===== src/rtl/stepper_stroke_pulse_generator_top_assert.svh =====
// assertion macros for the stepper stroke pulse generator
// included by the rtl files that carry concurrent assertions; no other dependencies
`ifndef STEPPER_STROKE_PULSE_GENERATOR_TOP_ASSERT_SVH
`define STEPPER_STROKE_PULSE_GENERATOR_TOP_ASSERT_SVH
`ifndef SYNTHESIS
`define SSPG_ASSERT_NOW(label, clk, rst, ante, cons, msg) \
   label: assert property (@(posedge clk) disable iff (rst) (ante) |-> (cons)) else $error(msg);
`define SSPG_ASSERT_NEXT(label, clk, rst, ante, cons, msg) \
   label: assert property (@(posedge clk) disable iff (rst) (ante) |=> (cons)) else $error(msg);
`else
`define SSPG_ASSERT_NOW(label, clk, rst, ante, cons, msg)
`define SSPG_ASSERT_NEXT(label, clk, rst, ante, cons, msg)
`endif
`endif


===== src/rtl/sspg_pkg.sv =====
// shared types and constants of the stepper stroke pulse generator
// no dependencies; imported by every module of the block
package sspg_pkg;

   localparam int TIME_BITS     = 26;
   localparam int DUR_BITS      = 16;
   localparam int CMD_BITS      = 2;
   localparam int CSR_DATA_BITS = 16;
   localparam int PCT_BITS      = 7;
   localparam int RSP_DATA_BITS = 16;

   localparam logic [CMD_BITS-1:0] CMD_TICK      = 2'd0;
   localparam logic [CMD_BITS-1:0] CMD_START_FWD = 2'd1;
   localparam logic [CMD_BITS-1:0] CMD_START_BWD = 2'd2;

   localparam logic CSR_TRAVEL     = 1'b0;
   localparam logic CSR_MIN_PERIOD = 1'b1;

   localparam int TRAVEL_RESET = 600;
   localparam logic [CSR_DATA_BITS-1:0] MIN_PERIOD_RESET = 16'd1200;
   localparam logic [TIME_BITS-1:0] PERIOD_RESET = 26'd1200;
   localparam logic [TIME_BITS-1:0] TENTH_RESET  = PERIOD_RESET / 10;
   localparam logic [TIME_BITS-1:0] TIME_MAX     = {TIME_BITS{1'b1}};

   localparam logic [9:0] MS_TO_US  = 10'd1000;
   // ceil(2^29 / 10), exact for any dividend below 2^26
   localparam logic [TIME_BITS-1:0] TENTH_RECIP = 26'd53687092;
   localparam int TENTH_SHIFT = 29;
   localparam logic [PCT_BITS-1:0] PCT_FULL = 7'd100;
   localparam logic [PCT_BITS-1:0] PCT_CAP  = 7'd99;

   typedef enum logic [1:0] {
      PH_BEGIN,
      PH_RISE,
      PH_HIGH,
      PH_LOW
   } phase_type;

   typedef enum logic [3:0] {
      DP_NONE,
      DP_LATCH,
      DP_MUL_PERIOD,
      DP_DIV_PERIOD,
      DP_SET_PERIOD,
      DP_SET_TENTH,
      DP_TICK,
      DP_MUL_PROG,
      DP_DIV_PROG,
      DP_SET_PROG,
      DP_LOAD_OUT
   } dp_op_type;

   typedef enum logic [3:0] {
      ST_IDLE,
      ST_DECODE,
      ST_MUL_PERIOD,
      ST_DIV_PERIOD,
      ST_WAIT_PERIOD,
      ST_SET_PERIOD,
      ST_SET_TENTH,
      ST_TICK,
      ST_MUL_PROG,
      ST_DIV_PROG,
      ST_WAIT_PROG,
      ST_SET_PROG,
      ST_OUT
   } ctrl_state_type;

   typedef struct packed {
      logic is_start;
      logic live_tick;
      logic step_complete;
      logic div_done;
      logic out_free;
   } dp_status_type;

endpackage


===== src/rtl/sspg_div.sv =====
// shared restoring divider, one quotient bit per cycle
// depends on sspg_pkg
module sspg_div
   import sspg_pkg::*;
#(
   parameter int DIVISOR_BITS = 10
) (
   input  logic                    clock,
   input  logic                    reset,
   input  logic                    start_i,
   input  logic [TIME_BITS-1:0]    dividend_i,
   input  logic [DIVISOR_BITS-1:0] divisor_i,
   output logic                    done_o,
   output logic [TIME_BITS-1:0]    quotient_o
);

   localparam int CNT_BITS = $clog2(TIME_BITS + 1);

   logic [TIME_BITS-1:0]    quo_ff, quo_in;
   logic [DIVISOR_BITS-1:0] rem_ff, rem_in;
   logic [DIVISOR_BITS-1:0] divisor_ff, divisor_in;
   logic [CNT_BITS-1:0]     count_ff, count_in;
   logic                    busy_ff, busy_in;
   logic                    done_ff, done_in;
   logic [DIVISOR_BITS:0]   rem_shift;
   logic [DIVISOR_BITS:0]   rem_diff;
   logic                    fits;

   always_comb begin
      rem_shift = {rem_ff, quo_ff[TIME_BITS-1]};
      rem_diff  = rem_shift - {1'b0, divisor_ff};
      fits      = rem_shift >= {1'b0, divisor_ff};
      quo_in     = quo_ff;
      rem_in     = rem_ff;
      divisor_in = divisor_ff;
      count_in   = count_ff;
      busy_in    = busy_ff;
      done_in    = 1'b0;
      if (start_i) begin
         quo_in     = dividend_i;
         rem_in     = '0;
         divisor_in = divisor_i;
         count_in   = CNT_BITS'(TIME_BITS);
         busy_in    = 1'b1;
      end else if (busy_ff) begin
         quo_in   = {quo_ff[TIME_BITS-2:0], fits};
         rem_in   = fits ? rem_diff[DIVISOR_BITS-1:0] : rem_shift[DIVISOR_BITS-1:0];
         count_in = count_ff - 1'b1;
         if (count_ff == CNT_BITS'(1)) begin
            busy_in = 1'b0;
            done_in = 1'b1;
         end
      end
   end

   always_ff @(posedge clock) begin
      quo_ff     <= quo_in;
      rem_ff     <= rem_in;
      divisor_ff <= divisor_in;
      if (reset) begin
         count_ff <= '0;
         busy_ff  <= 1'b0;
         done_ff  <= 1'b0;
      end else begin
         count_ff <= count_in;
         busy_ff  <= busy_in;
         done_ff  <= done_in;
      end
   end

   assign done_o     = done_ff;
   assign quotient_o = quo_ff;

endmodule


===== src/rtl/sspg_datapath.sv =====
// datapath: configuration, stroke state, pulse timing, progress and result register
// depends on sspg_pkg, sspg_div and the assertion macro header
`include "stepper_stroke_pulse_generator_top_assert.svh"
module sspg_datapath
   import sspg_pkg::*;
#(
   parameter int STEP_COUNT_BITS = 10
) (
   input  logic                     clock,
   input  logic                     reset,
   input  logic                     csr_wen,
   input  logic                     csr_addr,
   input  logic [CSR_DATA_BITS-1:0] csr_wdata,
   input  logic [DUR_BITS-1:0]      req_tdata,
   input  logic [CMD_BITS-1:0]      req_tuser,
   input  dp_op_type                op,
   output dp_status_type            status,
   output logic                     rsp_tvalid,
   input  logic                     rsp_tready,
   output logic [RSP_DATA_BITS-1:0] rsp_tdata
);

   logic [CMD_BITS-1:0]        cmd_ff, cmd_in;
   logic [DUR_BITS-1:0]        dur_ff, dur_in;
   logic [TIME_BITS-1:0]       product_ff, product_in;
   logic [STEP_COUNT_BITS-1:0] travel_ff, travel_in;
   logic [CSR_DATA_BITS-1:0]   minp_ff, minp_in;
   logic [STEP_COUNT_BITS-1:0] remaining_ff, remaining_in;
   logic [TIME_BITS-1:0]       elapsed_ff, elapsed_in;
   logic [TIME_BITS-1:0]       period_ff, period_in;
   logic [TIME_BITS-1:0]       tenth_ff, tenth_in;
   phase_type                  phase_ff, phase_in;
   logic                       dir_ff, dir_in;
   logic [PCT_BITS-1:0]        progress_ff, progress_in;
   logic                       alarm_ff, alarm_in;
   logic                       done_ff, done_in;
   logic                       rsp_valid_ff, rsp_valid_in;
   logic [RSP_DATA_BITS-1:0]   rsp_data_ff, rsp_data_in;

   logic                       div_start;
   logic [TIME_BITS-1:0]       div_dividend;
   logic [STEP_COUNT_BITS-1:0] div_divisor;
   logic                       div_done;
   logic [TIME_BITS-1:0]       div_quotient;

   logic                       below_min;
   logic [TIME_BITS-1:0]       period_clamped;
   logic [2*TIME_BITS-1:0]     tenth_prod;
   logic [TIME_BITS-1:0]       tenth_calc;
   logic [TIME_BITS-1:0]       elapsed_inc;
   logic                       step_complete;
   logic                       out_free;
   logic [PCT_BITS-1:0]        progress_calc;

   sspg_div #(
      .DIVISOR_BITS(STEP_COUNT_BITS)
   ) u_div (
      .clock      (clock),
      .reset      (reset),
      .start_i    (div_start),
      .dividend_i (div_dividend),
      .divisor_i  (div_divisor),
      .done_o     (div_done),
      .quotient_o (div_quotient)
   );

   always_comb begin
      below_min      = div_quotient < TIME_BITS'(minp_ff);
      period_clamped = below_min ? TIME_BITS'(minp_ff) : div_quotient;
      tenth_prod     = (2*TIME_BITS)'(period_ff) * (2*TIME_BITS)'(TENTH_RECIP);
      tenth_calc     = TIME_BITS'(tenth_prod[2*TIME_BITS-1:TENTH_SHIFT]);
      elapsed_inc    = (elapsed_ff == TIME_MAX) ? elapsed_ff : elapsed_ff + 1'b1;
      step_complete  = (phase_ff == PH_LOW) && (elapsed_inc >= period_ff);
      out_free       = !rsp_valid_ff || rsp_tready;

      div_start    = (op == DP_DIV_PERIOD) || (op == DP_DIV_PROG);
      div_dividend = product_ff;
      div_divisor  = travel_ff;

      if (remaining_ff == '0) begin
         progress_calc = PCT_FULL;
      end else if (travel_ff == '0) begin
         progress_calc = '0;
      end else if (div_quotient > TIME_BITS'(PCT_FULL)) begin
         progress_calc = '0;
      end else if (div_quotient == '0) begin
         progress_calc = PCT_CAP;
      end else begin
         progress_calc = PCT_FULL - div_quotient[PCT_BITS-1:0];
      end
   end

   always_comb begin
      travel_in = travel_ff;
      minp_in   = minp_ff;
      if (csr_wen) begin
         case (csr_addr)
            CSR_TRAVEL: begin
               travel_in = csr_wdata[STEP_COUNT_BITS-1:0];
            end
            CSR_MIN_PERIOD: begin
               minp_in = csr_wdata;
            end
            default: begin
               travel_in = travel_ff;
            end
         endcase
      end
   end

   always_comb begin
      cmd_in       = cmd_ff;
      dur_in       = dur_ff;
      product_in   = product_ff;
      remaining_in = remaining_ff;
      elapsed_in   = elapsed_ff;
      period_in    = period_ff;
      tenth_in     = tenth_ff;
      phase_in     = phase_ff;
      dir_in       = dir_ff;
      progress_in  = progress_ff;
      alarm_in     = alarm_ff;
      done_in      = done_ff;
      rsp_valid_in = rsp_valid_ff && !rsp_tready;
      rsp_data_in  = rsp_data_ff;
      case (op)
         DP_LATCH: begin
            cmd_in   = req_tuser;
            dur_in   = req_tdata;
            alarm_in = 1'b0;
            done_in  = 1'b0;
         end
         DP_MUL_PERIOD: begin
            product_in = TIME_BITS'(dur_ff) * TIME_BITS'(MS_TO_US);
         end
         DP_SET_PERIOD: begin
            period_in    = period_clamped;
            alarm_in     = below_min;
            dir_in       = (cmd_ff == CMD_START_FWD);
            progress_in  = '0;
            remaining_in = travel_ff;
            elapsed_in   = '0;
         end
         DP_SET_TENTH: begin
            tenth_in = tenth_calc;
         end
         DP_TICK: begin
            if (phase_ff == PH_BEGIN) begin
               elapsed_in = '0;
               phase_in   = PH_RISE;
            end else begin
               elapsed_in = elapsed_inc;
               case (phase_ff)
                  PH_RISE: begin
                     if (elapsed_inc >= tenth_ff) phase_in = PH_HIGH;
                  end
                  PH_HIGH: begin
                     if (elapsed_inc >= {1'b0, period_ff[TIME_BITS-1:1]}) phase_in = PH_LOW;
                  end
                  default: begin
                     if (step_complete) begin
                        remaining_in = remaining_ff - 1'b1;
                        phase_in     = PH_BEGIN;
                        done_in      = 1'b1;
                     end
                  end
               endcase
            end
         end
         DP_MUL_PROG: begin
            product_in = TIME_BITS'(remaining_ff) * TIME_BITS'(PCT_FULL);
         end
         DP_SET_PROG: begin
            progress_in = progress_calc;
         end
         DP_LOAD_OUT: begin
            rsp_valid_in = 1'b1;
            rsp_data_in  = {4'b0000, done_ff, alarm_ff, progress_ff,
                            (remaining_ff != '0), dir_ff, (phase_ff == PH_HIGH)};
         end
         default: begin
            cmd_in = cmd_ff;
         end
      endcase
   end

   always_ff @(posedge clock) begin
      cmd_ff      <= cmd_in;
      dur_ff      <= dur_in;
      product_ff  <= product_in;
      rsp_data_ff <= rsp_data_in;
      if (reset) begin
         travel_ff    <= STEP_COUNT_BITS'(TRAVEL_RESET);
         minp_ff      <= MIN_PERIOD_RESET;
         remaining_ff <= '0;
         elapsed_ff   <= '0;
         period_ff    <= PERIOD_RESET;
         tenth_ff     <= TENTH_RESET;
         phase_ff     <= PH_BEGIN;
         dir_ff       <= 1'b0;
         progress_ff  <= '0;
         alarm_ff     <= 1'b0;
         done_ff      <= 1'b0;
         rsp_valid_ff <= 1'b0;
      end else begin
         travel_ff    <= travel_in;
         minp_ff      <= minp_in;
         remaining_ff <= remaining_in;
         elapsed_ff   <= elapsed_in;
         period_ff    <= period_in;
         tenth_ff     <= tenth_in;
         phase_ff     <= phase_in;
         dir_ff       <= dir_in;
         progress_ff  <= progress_in;
         alarm_ff     <= alarm_in;
         done_ff      <= done_in;
         rsp_valid_ff <= rsp_valid_in;
      end
   end

   assign status.is_start      = (cmd_ff == CMD_START_FWD) || (cmd_ff == CMD_START_BWD);
   assign status.live_tick     = (cmd_ff == CMD_TICK) && (remaining_ff != '0);
   assign status.step_complete = step_complete;
   assign status.div_done      = div_done;
   assign status.out_free      = out_free;

   assign rsp_tvalid = rsp_valid_ff;
   assign rsp_tdata  = rsp_data_ff;

   `SSPG_ASSERT_NOW(a_progress_range, clock, reset, 1'b1, progress_ff <= PCT_FULL, "progress above full")
   `SSPG_ASSERT_NEXT(a_step_countdown, clock, reset, op == DP_TICK && step_complete, remaining_ff == STEP_COUNT_BITS'($past(remaining_ff) - 1'b1) && phase_ff == PH_BEGIN, "step end did not count down")
   `SSPG_ASSERT_NEXT(a_start_reload, clock, reset, op == DP_SET_PERIOD, elapsed_ff == '0 && remaining_ff == $past(travel_ff), "start did not reload the stroke")

endmodule


===== src/rtl/sspg_ctrl.sv =====
// controller state machine sequencing the datapath per item
// depends on sspg_pkg
module sspg_ctrl
   import sspg_pkg::*;
(
   input  logic          clock,
   input  logic          reset,
   input  logic          req_tvalid,
   output logic          req_tready,
   input  dp_status_type status,
   output dp_op_type     op
);

   ctrl_state_type state_ff, state_in;

   always_comb begin
      state_in = state_ff;
      case (state_ff)
         ST_IDLE: begin
            if (req_tvalid) state_in = ST_DECODE;
         end
         ST_DECODE: begin
            if (status.is_start) begin
               state_in = ST_MUL_PERIOD;
            end else if (status.live_tick) begin
               state_in = ST_TICK;
            end else begin
               state_in = ST_OUT;
            end
         end
         ST_MUL_PERIOD: begin
            state_in = ST_DIV_PERIOD;
         end
         ST_DIV_PERIOD: begin
            state_in = ST_WAIT_PERIOD;
         end
         ST_WAIT_PERIOD: begin
            if (status.div_done) state_in = ST_SET_PERIOD;
         end
         ST_SET_PERIOD: begin
            state_in = ST_SET_TENTH;
         end
         ST_SET_TENTH: begin
            state_in = ST_OUT;
         end
         ST_TICK: begin
            state_in = status.step_complete ? ST_MUL_PROG : ST_OUT;
         end
         ST_MUL_PROG: begin
            state_in = ST_DIV_PROG;
         end
         ST_DIV_PROG: begin
            state_in = ST_WAIT_PROG;
         end
         ST_WAIT_PROG: begin
            if (status.div_done) state_in = ST_SET_PROG;
         end
         ST_SET_PROG: begin
            state_in = ST_OUT;
         end
         ST_OUT: begin
            if (status.out_free) state_in = ST_IDLE;
         end
         default: begin
            state_in = ST_IDLE;
         end
      endcase
   end

   always_comb begin
      req_tready = 1'b0;
      op         = DP_NONE;
      case (state_ff)
         ST_IDLE: begin
            req_tready = 1'b1;
            if (req_tvalid) op = DP_LATCH;
         end
         ST_MUL_PERIOD: begin
            op = DP_MUL_PERIOD;
         end
         ST_DIV_PERIOD: begin
            op = DP_DIV_PERIOD;
         end
         ST_SET_PERIOD: begin
            op = DP_SET_PERIOD;
         end
         ST_SET_TENTH: begin
            op = DP_SET_TENTH;
         end
         ST_TICK: begin
            op = DP_TICK;
         end
         ST_MUL_PROG: begin
            op = DP_MUL_PROG;
         end
         ST_DIV_PROG: begin
            op = DP_DIV_PROG;
         end
         ST_SET_PROG: begin
            op = DP_SET_PROG;
         end
         ST_OUT: begin
            if (status.out_free) op = DP_LOAD_OUT;
         end
         default: begin
            op = DP_NONE;
         end
      endcase
   end

   always_ff @(posedge clock) begin
      if (reset) begin
         state_ff <= ST_IDLE;
      end else begin
         state_ff <= state_in;
      end
   end

endmodule


===== src/rtl/stepper_stroke_pulse_generator_top.sv =====
// Stepper stroke pulse generator. Every item on the request channel gives exactly one result.
// An idle tick or an unused command goes from decode straight to the result register,
// a tick that does not end a step passes the tick state first; a tick that ends a step
// also passes the progress figure once through the shared restoring divider; a start
// command makes one pass through that divider for the period from duration and travel,
// then forms period/10 by a reciprocal multiply. The divider gives one quotient bit per cycle.
// A new item can be taken once the previous result is in the result register, even while
// that result still waits.
// top level: instantiates sspg_ctrl and sspg_datapath; depends on sspg_pkg
module stepper_stroke_pulse_generator_top
   import sspg_pkg::*;
#(
   parameter int STEP_COUNT_BITS = 10
) (
   input  logic                     clock,
   input  logic                     reset,
   input  logic                     csr_wen,
   input  logic                     csr_addr,
   input  logic [CSR_DATA_BITS-1:0] csr_wdata,
   input  logic                     req_tvalid,
   output logic                     req_tready,
   input  logic [DUR_BITS-1:0]      req_tdata,  // duration_ms
   input  logic [CMD_BITS-1:0]      req_tuser,  // cmd
   output logic                     rsp_tvalid,
   input  logic                     rsp_tready,
   // step_pin, dir_forward, moving, progress_pct[6:0], underspeed_alarm, step_done, zero fill
   output logic [RSP_DATA_BITS-1:0] rsp_tdata
);

   dp_op_type     op;
   dp_status_type status;

   sspg_ctrl u_ctrl (
      .clock      (clock),
      .reset      (reset),
      .req_tvalid (req_tvalid),
      .req_tready (req_tready),
      .status     (status),
      .op         (op)
   );

   sspg_datapath #(
      .STEP_COUNT_BITS(STEP_COUNT_BITS)
   ) u_datapath (
      .clock      (clock),
      .reset      (reset),
      .csr_wen    (csr_wen),
      .csr_addr   (csr_addr),
      .csr_wdata  (csr_wdata),
      .req_tdata  (req_tdata),
      .req_tuser  (req_tuser),
      .op         (op),
      .status     (status),
      .rsp_tvalid (rsp_tvalid),
      .rsp_tready (rsp_tready),
      .rsp_tdata  (rsp_tdata)
   );

endmodule


===== config.mk =====
export PLATFORM = sky130hd
export DESIGN_NAME = stepper_stroke_pulse_generator_top
export DESIGN_NICKNAME = d
export VERILOG_FILES = /design/src/rtl/sspg_pkg.sv /design/src/rtl/sspg_div.sv /design/src/rtl/sspg_datapath.sv /design/src/rtl/sspg_ctrl.sv /design/src/rtl/stepper_stroke_pulse_generator_top.sv
export VERILOG_INCLUDE_DIRS = /design/src /design/src/rtl
export SDC_FILE = /design/constraint.sdc
export NUM_CORES = 2
export LEC_CHECK = 0
export BUFFER_PORTS_ARGS = -buffer_cell sky130_fd_sc_hd__buf_2
export CORE_ASPECT_RATIO = 0.75
export CORE_UTILIZATION = 40
export DETAILED_ROUTE_END_ITERATION = 7
export HOLD_SLACK_MARGIN = 0.1
export MAX_ROUTING_LAYER = met4
export SYNTH_ARGS = -nofsm -noshare
export SYNTH_HDL_FRONTEND = slang
export SYNTH_SLANG_ARGS = --single-unit

===== constraint.sdc =====
create_clock -name clock -period 11.4 [get_ports clock]
set_input_delay 0.57 -clock clock [delete_from_list [all_inputs] [get_ports clock]]
set_output_delay 0.57 -clock clock [all_outputs]
set_load 0.05 [all_outputs]

==> results.toml <==
[run_status]
outcome = "completed"

[job]
drv_cap = 0

[sta]
maxSlewViolCount = 0
setup_viol = 0
clock_skew_ps = 35.7
final.min_clock_period_ps = 7630
setup_tns_ps = 0
timing.final.crit_share_pct = 66.9
slew_headroom_pct = 22.3
max_freq_mhz = 131
hold_violations = 0
worstMarginPinSlew_ps = 1160
grt_setup_unrepaired = "false"

[grt]
overflow = 0
grt_pass1_wl_um = 112000
grt_max_degree = 58
antenna_found_initial = 1
grt_use_total_pct = 21.5
grt_pass1_vias = 19400

[routing]
route.vias.total = 19700
wl_um = 70800
routedWlPerCell_um = 18.6
firstDrtPassIters = 6
ant_nets = 0
drc = 0
viasPerCell = 5.19
drtIter0Drc = 1784

[worst_setup_path]
slowest_stage = "o31ai_1"
rr_endpoint = "u_datapath.tenth_ff[18]"
crit_path_max_incr_delay_ps = 950
cp_max_fo = 9
end_kind = "register"
reg2regPathDepth = 23
r2r_slack_ps = 3770
cp.required_ps = 11900
reg2reg_from = "u_datapath.period_ff[14]"
crit_arrival_ps = 8130
path_class = "register to register"
cp-start-kind = "register"
crit_chain = "ha_1 > fa_1 > inv_1 > fa_1 > inv_1 > fa_1 > inv_1 > fa_1 > inv_1 > fa_1 > inv_1 > fa_1 > inv_1 > ha_1 > a2111oi_0 > o21ai_0 > a211oi_1 > nor3b_1 > o31ai_1 > o21ai_0 > nand3_1 > mux2_2 > o22ai_1"

[layout]
ff_latch_area_um2 = 5610
layout-drive-gt1-share_pct = 5.35
syn_to_final_growth_pct = 7.73
multi_input_area_um2 = 19100
fillers = 6519
fin_nets = 3721
stdcell_area_um2 = 29300

[synth]
yosysTopAreaCell = "fa_1"
synth_edf_count = 90
ys_seq_elements = 235
synth_sequential_area_ratio_pct = 20.6
async_reset_ff_share_pct = 0
yosysMostFrequentCell = "inv_1"
synth_cell_types = 70
synth_commonest_cells = "inv_1 (583), ha_1 (481), fa_1 (301)"
synth.top_cells.by_area = "fa_1 (22%), ha_1 (22%), dfxtp_1 (11%)"
syn_area_um2 = 27200
avgSynthCellArea_um2 = 9.45
ys.flop_type = "dfxtp_1"
yosys_warnings = 0
syn_inst = 2878
synth_top_cell_area_share_pct = 22.2

[clock_network]
cts_max_level = 1
clock-sinks = 235
cts_buffers = 25
clock_latency_ps = 570
hold_buffers = 0
cts_resized = 0
cts-root-buf = "clkbuf_16"
cts_tree = "done"
clkSlewWorstSetupHoldPaths_ps = 70
postCtsSetupBuffers = 0
clockBufferDepth = 3

[worst_hold_path]
hold_depth = 1
min-delay-start = "req_tuser[1]"
hp-class = "input port to register"
hold_path_end = "u_datapath.cmd_ff[1]"

[floorplanning]
core_area_um2 = 67000
fp-row-count = 82
die_h_um = 228
die_area_um2 = 69000
die_w_um = 303
ioPinCount = 58
start_util_pct = 40.6

[placement]
port_buffers = 53
gp_congestion = 0.977
place_hpwl_um = 58600
placed_area_um2 = 28400
## worst max path at each step
stage | from | endpoint | slack (ps) | cells after the start
global route | u_datapath.period_ff[3] | u_datapath.tenth_ff[9] | 3450 | 21
global placement | u_datapath.period_ff[14] | u_datapath.tenth_ff[18] | 4010 | 23
CTS | u_datapath.period_ff[14] | u_datapath.tenth_ff[18] | 3960 | 23
floorplan | u_datapath.period_ff[14] | u_datapath.tenth_ff[18] | 4950 | 23
finish | u_datapath.period_ff[14] | u_datapath.tenth_ff[18] | 3770 | 23
detailed placement | u_datapath.period_ff[14] | u_datapath.tenth_ff[18] | 3950 | 23
## cell type report
type | instances | area share, %
multi-input combinational | 1989 | 65.4
sequential | 235 | 19.1
inverter | 583 | 7.47
tap | 882 | 3.77
clock buffer | 32 | 2.26
timing repair buffer | 65 | 1.22
clock inverter | 13 | 0.752
antenna | 1 | 0.00854
## state kept, by name, indices dropped and copies added, names as in the netlist, 2 cells and up
name,count
u_datapath.minp_ff,16
u_datapath.div_dividend,24
u_datapath.u_div.rem_ff,10
u_datapath.progress_ff,7
u_datapath.dur_ff,16
u_datapath.elapsed_ff,26
u_ctrl.state_ff,4
u_datapath.cmd_ff,2
u_datapath.rsp_tdata,12
u_datapath.div_divisor,10
u_datapath.u_div.divisor_ff,10
u_datapath.u_div.count_ff,5
u_datapath.period_ff,26
u_datapath.u_div.quotient_o,26
u_datapath.remaining_ff,10
u_datapath.phase_ff,2
u_datapath.tenth_ff,23
## cells by family after synthesis
logic type / Yosys count / share of synthesized area, %
simple gates: 610 / 10.6
flops: 235 / 20.6
fa+ha+maj: 782 / 44.3
other cells: 1 / 0.0138
buf+inv: 657 / 9.14
xor+xnor: 81 / 2.61
mux: 49 / 1.94
compound gates: 463 / 10.7
## placed cells by master (no fill, tap or decap), drive strengths merged, types with 10 or more instances in the layout
cell	synthesis	routed
a211oi	45	45
a21o	48	48
a21oi	166	166
a22oi	24	24
and3	13	13
buf	7	65
clkbuf	67	32
dfxtp	145	145
edfxtp	90	90
fa	301	301
ha	481	481
inv	583	584
mux2	29	29
mux2i	20	20
nand2	204	204
nand2b	20	20
nand3	53	53
nand4	29	29
nor2	163	163
nor2b	14	14
nor3	41	41
nor4	18	18
o21ai	81	81
o21bai	10	10
xnor2	47	47
xor2	34	34
## stage by stage
step	setup WS (ps)	cells	hold WS (ps)	utilization [%]
2_1_floorplan	4950	2881	408	-
3_3_place_gp	4010	3754	413	42.4
3_5_place_dp	3950	3754	429	42.4
4_1_cts	3960	3799	145	43.7
5_1_grt	3450	3800	164	43.7
6_report	3770	3800	174	43.7
## layer usage
layer / up-vias / wire length (µm) / track usage (%)
met5: - / 0 / -
met4: 0 / 862 / 2.89
met3: 55 / 5820 / 4.95
met2: 550 / 27200 / 27.9
met1: 9519 / 36900 / 33.9
li1: 9608 / - / -
## critical path, delay by kind of cell (launching register included)
family,cells,cell delay (ps)
flip-flops,1,550
AND/OR/NAND/NOR,2,340
multiplexers,1,330
adder cells (fa/ha/maj),8,3780
buffers and inverters,6,310
AO/OA/AOI/OAI,6,2250
Power is not shown: default switching activity piles up to over one toggle a cycle in this logic, so the estimate is an artifact.
